$ cat config.mk
export PLATFORM = sky130hd
export DESIGN_NAME = audio_cadence_guard
export DESIGN_NICKNAME = d
export VERILOG_FILES = /design/src/rtl/acg_pkg.sv /design/src/rtl/acg_cell.sv /design/src/rtl/audio_cadence_guard.sv
export SDC_FILE = /design/constraint.sdc
export NUM_CORES = 1
export LEC_CHECK = 0
export ABC_AREA = 1
export BUFFER_PORTS_ARGS = -buffer_cell sky130_fd_sc_hd__buf_2
export CAP_MARGIN = 5
export CORE_MARGIN = 4
export CORE_UTILIZATION = 34
export DETAILED_ROUTE_END_ITERATION = 6
export SETUP_SLACK_MARGIN = 0.05
export SYNTH_ARGS = -nofsm -noshare
export SYNTH_HDL_FRONTEND = slang
export SYNTH_SLANG_ARGS = --single-unit
$ cat constraint.sdc
create_clock -name clk -period 7 [get_ports clk]
set_input_delay 0 -clock clk [delete_from_list [all_inputs] [get_ports clk]]
set_output_delay 0 -clock clk [all_outputs]
set_load 0.03 [all_outputs]
$ cat src/rtl/acg_pkg.sv
`default_nettype none
package acg_pkg;

  localparam int DATA_W          = 16;
  localparam int LEN_W           = 3;
  localparam int CFG_IDX_W       = 3;
  localparam int MAX_CADENCE_DEF = 5;
  localparam int NUM_WORD_REGS   = 5;

  // register map
  localparam logic [CFG_IDX_W-1:0] REG_LENGTH    = 3'd0;
  localparam logic [CFG_IDX_W-1:0] REG_WORD_0    = 3'd1;
  localparam logic [CFG_IDX_W-1:0] REG_WORD_LAST = 3'd5;

  // shared control seen by every history cell
  typedef struct packed {
    logic             load;  // an item updates the history this cycle
    logic             full;  // history holds len entries
    logic [LEN_W-1:0] len;   // effective cadence length
    logic [LEN_W-1:0] off;   // rotation offset, always below len
    logic [LEN_W-1:0] fill;  // entries written so far
  } acg_ctrl_t;

endpackage
`default_nettype wire

$ cat src/rtl/acg_cell.sv
`default_nettype none
module acg_cell #(
  parameter int MAX_CADENCE = acg_pkg::MAX_CADENCE_DEF,
  parameter int CELL_IDX    = 0
) (
  input  wire logic                                        clk,
  input  wire acg_pkg::acg_ctrl_t                          ctrl,
  input  wire logic [MAX_CADENCE-1:0][acg_pkg::DATA_W-1:0] words,
  input  wire logic [acg_pkg::DATA_W-1:0]                  count,
  input  wire logic [acg_pkg::DATA_W-1:0]                  right_entry,
  input  wire logic                                        match_in,
  output logic      [acg_pkg::DATA_W-1:0]                  entry,
  output logic                                             match_out
);

  localparam int IW = (MAX_CADENCE > 1) ? $clog2(MAX_CADENCE) : 1;
  localparam int SW = acg_pkg::LEN_W + 1;

  logic          active;
  logic          is_tail;
  logic          is_fill;
  logic [SW-1:0] len_ext;
  logic [SW-1:0] sum;
  logic [SW-1:0] idx;
  logic [acg_pkg::DATA_W-1:0] expected;

  assign len_ext = {1'b0, ctrl.len};
  assign active  = SW'(CELL_IDX) < len_ext;
  assign is_tail = (SW'(CELL_IDX) + SW'(1)) == len_ext;
  assign is_fill = SW'(CELL_IDX) == {1'b0, ctrl.fill};

  // cadence word this cell should hold: (off + idx) mod len
  assign sum      = {1'b0, ctrl.off} + SW'(CELL_IDX);
  assign idx      = (sum >= len_ext) ? (sum - len_ext) : sum;
  assign expected = words[idx[IW-1:0]];

  assign match_out = match_in & (!active | (entry == expected));

  always_ff @(posedge clk) begin
    if (ctrl.load && active) begin
      if (ctrl.full) begin
        entry <= is_tail ? count : right_entry;
      end else if (is_fill) begin
        entry <= count;
      end
    end
  end

endmodule
`default_nettype wire

$ cat src/rtl/audio_cadence_guard.sv
`default_nettype none
// Frame gate for audio cadence: each item carries one video frame's audio
// sample count and yields one flag, forward, that says whether the frame may
// pass. One item is taken every clock unless the sink holds back a waiting flag;
// its flag is registered on acceptance, and a new item is taken while that flag
// waits as long as the sink takes it in the same cycle. The last counts sit in a
// row of MAX_CADENCE history cells that shift toward the head; each cell
// compares its entry with its rotated cadence word and the results ripple
// down the row, so the row length sets the compare depth. A length of 0 or 1
// forwards every frame. Any write to registers 0..5 restarts tracking
// (history empty, rotation zero); writes to higher indexes are ignored.
module audio_cadence_guard #(
  parameter int MAX_CADENCE = acg_pkg::MAX_CADENCE_DEF
) (
  input  wire logic                              clk,
  input  wire logic                              rst,
  input  wire logic                              s_tvalid,
  output logic                                   s_tready,
  input  wire logic [15:0]                       s_tdata,   // [15:0] audio_count
  output logic                                   m_tvalid,
  input  wire logic                              m_tready,
  output logic      [7:0]                        m_tdata,   // [0] forward, [7:1] zero
  input  wire logic                              cfg_we,
  input  wire logic [acg_pkg::CFG_IDX_W-1:0]     cfg_index,
  input  wire logic [acg_pkg::DATA_W-1:0]        cfg_data
);

  localparam int IW = (MAX_CADENCE > 1) ? $clog2(MAX_CADENCE) : 1;
  localparam int LW = acg_pkg::LEN_W;

  logic [LW-1:0] len_reg;
  logic [MAX_CADENCE-1:0][acg_pkg::DATA_W-1:0] words;
  logic [LW-1:0] fill;
  logic [LW-1:0] offset;
  logic          fwd_reg;

  logic [LW-1:0] eff_len;
  logic          bypass;
  logic          accept;
  logic          full;
  logic          fwd;
  logic          cfg_hit;
  logic [acg_pkg::DATA_W-1:0] count;
  acg_pkg::acg_ctrl_t ctrl;

  logic [acg_pkg::DATA_W-1:0] entry [MAX_CADENCE];
  logic [MAX_CADENCE:0]       match;

  assign count    = s_tdata;
  assign s_tready = !m_tvalid || m_tready;
  assign accept   = s_tvalid && s_tready;
  assign m_tdata  = {7'd0, fwd_reg};

  always_comb begin
    if (len_reg == '0) begin
      eff_len = LW'(1);
    end else if ({1'b0, len_reg} > (LW + 1)'(MAX_CADENCE)) begin
      eff_len = LW'(MAX_CADENCE);
    end else begin
      eff_len = len_reg;
    end
  end

  assign bypass  = eff_len == LW'(1);
  assign full    = fill >= eff_len;
  assign cfg_hit = cfg_we && (cfg_index <= acg_pkg::REG_WORD_LAST);

  assign ctrl.load = accept && !bypass;
  assign ctrl.full = full;
  assign ctrl.len  = eff_len;
  assign ctrl.off  = offset;
  assign ctrl.fill = fill;

  assign match[0] = 1'b1;

  for (genvar i = 0; i < MAX_CADENCE; i++) begin : g_cell
    logic [acg_pkg::DATA_W-1:0] right;
    if (i == MAX_CADENCE - 1) begin : g_last
      assign right = count;
    end else begin : g_mid
      assign right = entry[i+1];
    end
    acg_cell #(
      .MAX_CADENCE (MAX_CADENCE),
      .CELL_IDX    (i)
    ) u_cell (
      .clk         (clk),
      .ctrl        (ctrl),
      .words       (words),
      .count       (count),
      .right_entry (right),
      .match_in    (match[i]),
      .entry       (entry[i]),
      .match_out   (match[i+1])
    );
  end

  // head word is the one the current count must match
  assign fwd = bypass || (full && match[MAX_CADENCE] && (count == words[offset[IW-1:0]]));

  always_ff @(posedge clk) begin
    if (rst) begin
      len_reg <= LW'(1);
      words   <= '0;
    end else if (cfg_we) begin
      if (cfg_index == acg_pkg::REG_LENGTH) begin
        len_reg <= cfg_data[LW-1:0];
      end
      for (int w = 0; w < MAX_CADENCE; w++) begin
        if (w < acg_pkg::NUM_WORD_REGS &&
            cfg_index == acg_pkg::REG_WORD_0 + acg_pkg::CFG_IDX_W'(w)) begin
          words[w] <= cfg_data;
        end
      end
    end
  end

  always_ff @(posedge clk) begin
    if (rst) begin
      fill   <= '0;
      offset <= '0;
    end else if (cfg_hit) begin
      fill   <= '0;
      offset <= '0;
    end else if (accept && !bypass) begin
      if (!full) begin
        fill <= fill + LW'(1);
      end
      if (fwd) begin
        offset <= (offset + LW'(1) == eff_len) ? '0 : offset + LW'(1);
      end
    end
  end

  always_ff @(posedge clk) begin
    if (rst) begin
      m_tvalid <= 1'b0;
    end else if (accept) begin
      m_tvalid <= 1'b1;
    end else if (m_tready) begin
      m_tvalid <= 1'b0;
    end
  end

  always_ff @(posedge clk) begin
    if (accept) begin
      fwd_reg <= fwd;
    end
  end

endmodule
`default_nettype wire
[Word level (Yosys, flattened, before mapping)]
Cells that the tools add are included.
Storage, ports and cells
  output and inout port bits: 10
  word-level logic and storage cells: 154
  bits in registers: 171
Cells by class
  add/subtract/negate cells: 11
  equality and inequality tests: 21
  reductions and logical operators: 42
  mux-type cells: 36
  magnitude comparators: 19
  bitwise logic cells: 10
Operators with widths (count)
  16-bit 2-to-1 mux: 20
  16-bit binary-select mux with 3-bit select: 6
  16-bit == test: 6
  2-bit AND reduction: 13
  3-bit by 4-bit < comparator with 1-bit output, second input constant: 6
  3-bit 2-to-1 mux: 8
  4-bit by 3-bit greater-or-equal comparator with 1-bit output: 4
  3-bit subtractor: 5
  2-bit by 3-bit == test with 1-bit output, first input constant: 4
  2-bit nonzero test: 6
  1-bit logical AND: 10
  3-bit logical NOT: 3
  3-bit by 2-bit adder with 4-bit output, second input constant: 2
  1-bit logical NOT: 7
  3-bit by 1-bit adder with 3-bit output, second input constant: 2
  1-bit by 3-bit == test with 1-bit output, first input constant: 2
  3-bit by 1-bit == test with 1-bit output, second input constant: 2
  3-bit by 2-bit == test with 1-bit output, second input constant: 2
  3-bit == test, first input constant: 2
  3-bit == test, second input constant: 2
  3-bit greater-or-equal comparator: 2
  1-bit by 3-bit < comparator with 1-bit output, first input constant: 2
  2-bit by 3-bit < comparator with 1-bit output, first input constant: 2
  1-bit bitwise OR: 5
  other kinds (11): 16

[Logic depth before layout (Yosys ltp)]
  depth in word-level cells: 17
  depth in mapped cells: 33

[Hierarchy]
A second synthesis with hierarchy kept.
Unflattened totals
  cell total of the unflattened synthesis: 2948
  area, all modules: 17584.4 um^2
By module, submodules not included
  audio_cadence_guard: times used 1, cells each 734, sequential area each 1831.8 um^2, area an instance 4700.8 um^2
  acg_cell (g_cell[2].u_cell): times used 1, cells each 454, sequential area each 480.5 um^2, area an instance 2657.5 um^2
  acg_cell (g_cell[1].u_cell): times used 1, cells each 451, sequential area each 480.5 um^2, area an instance 2630.0 um^2
  acg_cell (g_cell[0].u_cell): times used 1, cells each 461, sequential area each 480.5 um^2, area an instance 2620.0 um^2
  acg_cell (g_cell[3].u_cell): times used 1, cells each 456, sequential area each 480.5 um^2, area an instance 2615.0 um^2
  acg_cell (g_cell[4].u_cell): times used 1, cells each 392, sequential area each 480.5 um^2, area an instance 2361.0 um^2

[Worst setup path before layout]
No wires, ideal clock.
  kind: register to register
  from: register offset[1]
  to: register offset[1]
  arrival time: 3.877 ns
  slack: 3.059 ns
  stages on the path, launching flop included: 31
  period minus slack after synthesis: 3.941 ns
  buffers on the path: 3
  cell sequence: dfxtp_1 > inv_1 > buf_2 > buf_1 > ha_1 > inv_1 > fa_1 > inv_1 > nand2_1 > nand2_1 > inv_1 > nand2_1 > nand2_1 > nand2_1 > buf_4 > nand3_1 > nand3_1 > nand2_1 > nand2_1 > nand2_1 > nor2_1 > nand2_1 > nor2_1 > nand3_1 > nor2_1 > nand3_1 > nand2_2 > nand3_4 > nand2_1 > nand2_1 > nor2_1
On the way
  cells in the longest elaborated chain, start to end: 15
RTL lines
  from (decl): RTL line audio_cadence_guard.sv:34  | logic [LW-1:0] offset;
  from (signal assigned): RTL line audio_cadence_guard.sv:130  | offset <= (offset + LW'(1) == eff_len) ? '0 : offset + LW'(1);
  3-bit by 1-bit adder with 4-bit output: RTL line acg_cell.sv:33  | assign sum = {1'b0, ctrl.off} + SW'(CELL_IDX);
  4-bit by 3-bit greater-or-equal comparator with 1-bit output / 3-bit subtractor (equally long branches): RTL line acg_cell.sv:34  | assign idx = (sum >= len_ext) ? (sum - len_ext) : sum;
  3-bit 2-to-1 mux: RTL line acg_cell.sv:34
  16-bit binary-select mux with 3-bit select: RTL line acg_cell.sv:35  | assign expected = words[idx[IW-1:0]];
  16-bit 2-to-1 mux (implied by the code): RTL line acg_cell.sv:35
  16-bit == test: RTL line acg_cell.sv:37  | assign match_out = match_in & (!active | (entry == expected));
  1-bit bitwise OR: RTL line acg_cell.sv:37
  1-bit AND (4 in a row): RTL line acg_cell.sv:37
  1-bit logical AND (2 in a row): RTL line audio_cadence_guard.sv:99  | assign fwd = bypass || (full && match[MAX_CADENCE] && (count == words[offset[IW-1:0]]));
  1-bit logical OR: RTL line audio_cadence_guard.sv:99
  2-bit AND reduction (no source line)
Several ways; a longest one is shown, not always the timed one. The select of a mux whose other input is x is not followed.
A chain may end at the register's enable or synchronous reset.

[Worst setup path after layout]
  from: register offset[1]
  to: register offset[0]
The elaborated chain is that of the path after synthesis.

==> flow_summary.ini <==
[drt]
dr_wl_met2_um = 31200
wirelength_um = 73800
first_pass_iters = 7
route.met3.wl_um = 8200
drc = 0
vias_per_cell = 5.89
antenna_left = 0
routed.top_layer = met5
drt-met1-wl_um = 27800
drt_iter0_markers = 2775
wl_per_cell_um = 25.3
vias = 17198

[sta]
fin_crit_sh = 0.805
setup_viol = 0
relSlewSlack = 0.239
setup_tns_ps = 0
clock.fmax_ghz = 0.178
hold_viol = 0
fin_worst_skew_ps = 15.0
rsz0062_at_grt = no
finalCriticalPeriod_ps = 5630
max_slew.worst_pin.slew_ps = 1140
slew_violations = 0

[pwr]
p_seq_frac = 0.339
p_leak_nw = 7.24
p_sw_w = 0.00135
vdd_drop_max_mv = 0.152
internal-power_w = 0.00191
power_frac_clock = 0.311
p_total_w = 0.00326
power.share.switching = 0.416
p_per_area_nw_per_um2 = 206
combPwrFrac = 0.350

[floorplan]
die_x_um = 214
die_h_um = 214
io_pins = 50
dieArea_um2 = 46000
rows = 75
core_area_um2 = 42000
initial_core_util = 0.344

[global_routing]
grt_pass1_wl_um = 106000
grt_pass1_vias = 15461
antenna_found_initial = 2
grt_start_max_net_pins = 84
track_usage = 0.311
overflow = 0

[synth]
synth_cell_type_count = 44
ys_seq_elements = 171
syn_area_um2 = 14500
synth.area.top_cells = nand2_1 (21%), nand3_1 (19%), edfxtp_1 (17%)
seq_area_frac_synth = 0.292
synth_top_family_by_area = simple AND/OR/NAND/NOR gates
synth-xor-area-share = 0.00484
synthCells = 2383
yosysWarnings = 0
synth-edff-count = 81
synth_top_area_frac = 0.212
synth_flop_cell = dfxtp_1
syn_area_per_cell_um2 = 6.08
async_reset_ff_frac = 0
synthMuxAreaShare = 0.000778
synth_top_cell_by_area = nand2_1
yosys.area_share.simple = 0.456
synth_compound_area_frac = 0.116
yosys.area_share.adder = 0.0228

[finish]
final_common_cell = nand2_1
nets = 2433
reg_top3 = g_cell.u_cell.entry: 80 flops, words: 80 flops
n_antenna_cell = 0
area_delta_synth_final_pct = 9.49
post-route-cell-area_um2 = 15900
drive_above_1_share = 0.0663
final_cell_mix = nand2_1 (816), nand3_1 (536), inv_1 (209)

[min_path]
whs_path_depth = 6
hold_path_class = primary input to register
hp-start = cfg_index[1]
min_to = len_reg[2]

[worst_setup_path]
r2r-start = offset[1]
reg2reg_depth = 28
end_kind = register
r2r-end = offset[0]
cpPeakStageDelay_ps = 600
crit_type = register to register
cp-start-kind = register
critical_path.most_common_cell = nand2_1
required_ps = 7440
path_max_fanout = 35
slowest_stage = nand2_2
arrival_ps = 6070
r2r_setup_slack_ps = 1370

[clock_tree]
cts_max_level = 4
cts_buffers = 17
clk_pin_slew_ps = 70
clock_latency_ps = 510
cts_setup_buffers = 0
numClockSinks = 171
cts_resized = 0
clockBufferDepth = 2
cts-root-buf = clkbuf_16
cts_tree = done

[placed_design]
port_buffers = 42
gp_congestion = 1.04
place_area_um2 = 14900
dp_hpwl_um = 52200

[run_status]
outcome = complete, no violations

[job]
maxCapViolations = 0
[cell type report]
cell class	instances	area, um^2
clock inverter	8	83.8
clock buffer	24	504
sequential	171	4240
multi-input combinational	1857	8750
inverter	217	817
tap	539	674
timing repair buffer	105	788
fill	4574	26200
[cells by family after synthesis]
logic type / Yosys count
simple gates: 1507
buf+inv: 361
compound gates: 310
flops: 171
fa+ha+maj: 24
xor+xnor: 8
other cells: 1
mux: 1
[metrics by stage]
step | hold slack (ps) | utilization | worst slack (ps) | std cells
after global routing | 94.7 | 0.377 | 962 | 2921
after detailed placement | 211 | 0.354 | 1630 | 2849
final | 32.3 | 0.377 | 1370 | 2921
after global placement | 196 | 0.354 | 1660 | 2849
after floorplan | 69.1 | - | 3060 | 2389
after CTS | 17.1 | 0.377 | 1590 | 2920
[per-layer routing]
metal,vias up,track usage
li1,7826,-
met1,7963,0.397
met2,1130,0.470
met3,277,0.0578
met4,2,0.227
met5,-,0
[synthesized netlist by cell type, types with 2 or more instances]
library cell	number
nand2_4	5
dfxtp_1	90
nand2_1	818
edfxtp_1	81
nand4_1	15
nand3b_1	7
nand3_1	536
buf_2	54
nor2_1	85
nor3_1	4
fa_1	4
ha_1	20
a21oi_1	91
a21o_1	2
buf_6	3
xnor2_1	3
nand3_2	5
nand2_2	17
o211ai_1	21
nor3_2	2
o21ai_4	3
buf_1	7
inv_1	209
nor2_2	5
clkbuf_1	54
nand3_4	3
buf_4	26
inv_2	7
o21ai_0	182
xor2_1	5
o21ai_2	5
o21ai_1	2
[critical path, delay by kind of cell (launching register included)]
family | cells | cell delay [ps]
adder cells (fa/ha/maj) | 2 | 900
buffers and inverters | 6 | 1380
flip-flops | 1 | 310
AND/OR/NAND/NOR | 20 | 2910
[power by group through the flow]
stage	clock (W)	sequential (W)	combinational, W
after global placement	0	0.00113	0.00106
after global routing	0.00105	0.00111	0.00121
after floorplan	0	0.00111	0.000692
after CTS	0.00102	0.00110	0.00109
after detailed placement	0	0.00113	0.00107
final	0.00101	0.00111	0.00114
[how the worst max path moves through the flow]
| stage | start | to |
|---|---|---|
| 5_1_grt | offset[1] | offset[0] |
| 2_1_floorplan | offset[1] | offset[1] |
| 4_1_cts | offset[1] | offset[1] |
| 6_report | offset[1] | offset[0] |
| 3_3_place_gp | offset[1] | offset[0] |
| 3_5_place_dp | offset[1] | offset[1] |
[repair_timing]
item / CTS / global route
endpoints found under the setup margin: 0 / 0
hold buffers: 39 / 0
endpoints found under the hold margin: 130 / 0
Power figures use the tool's default switching activity.
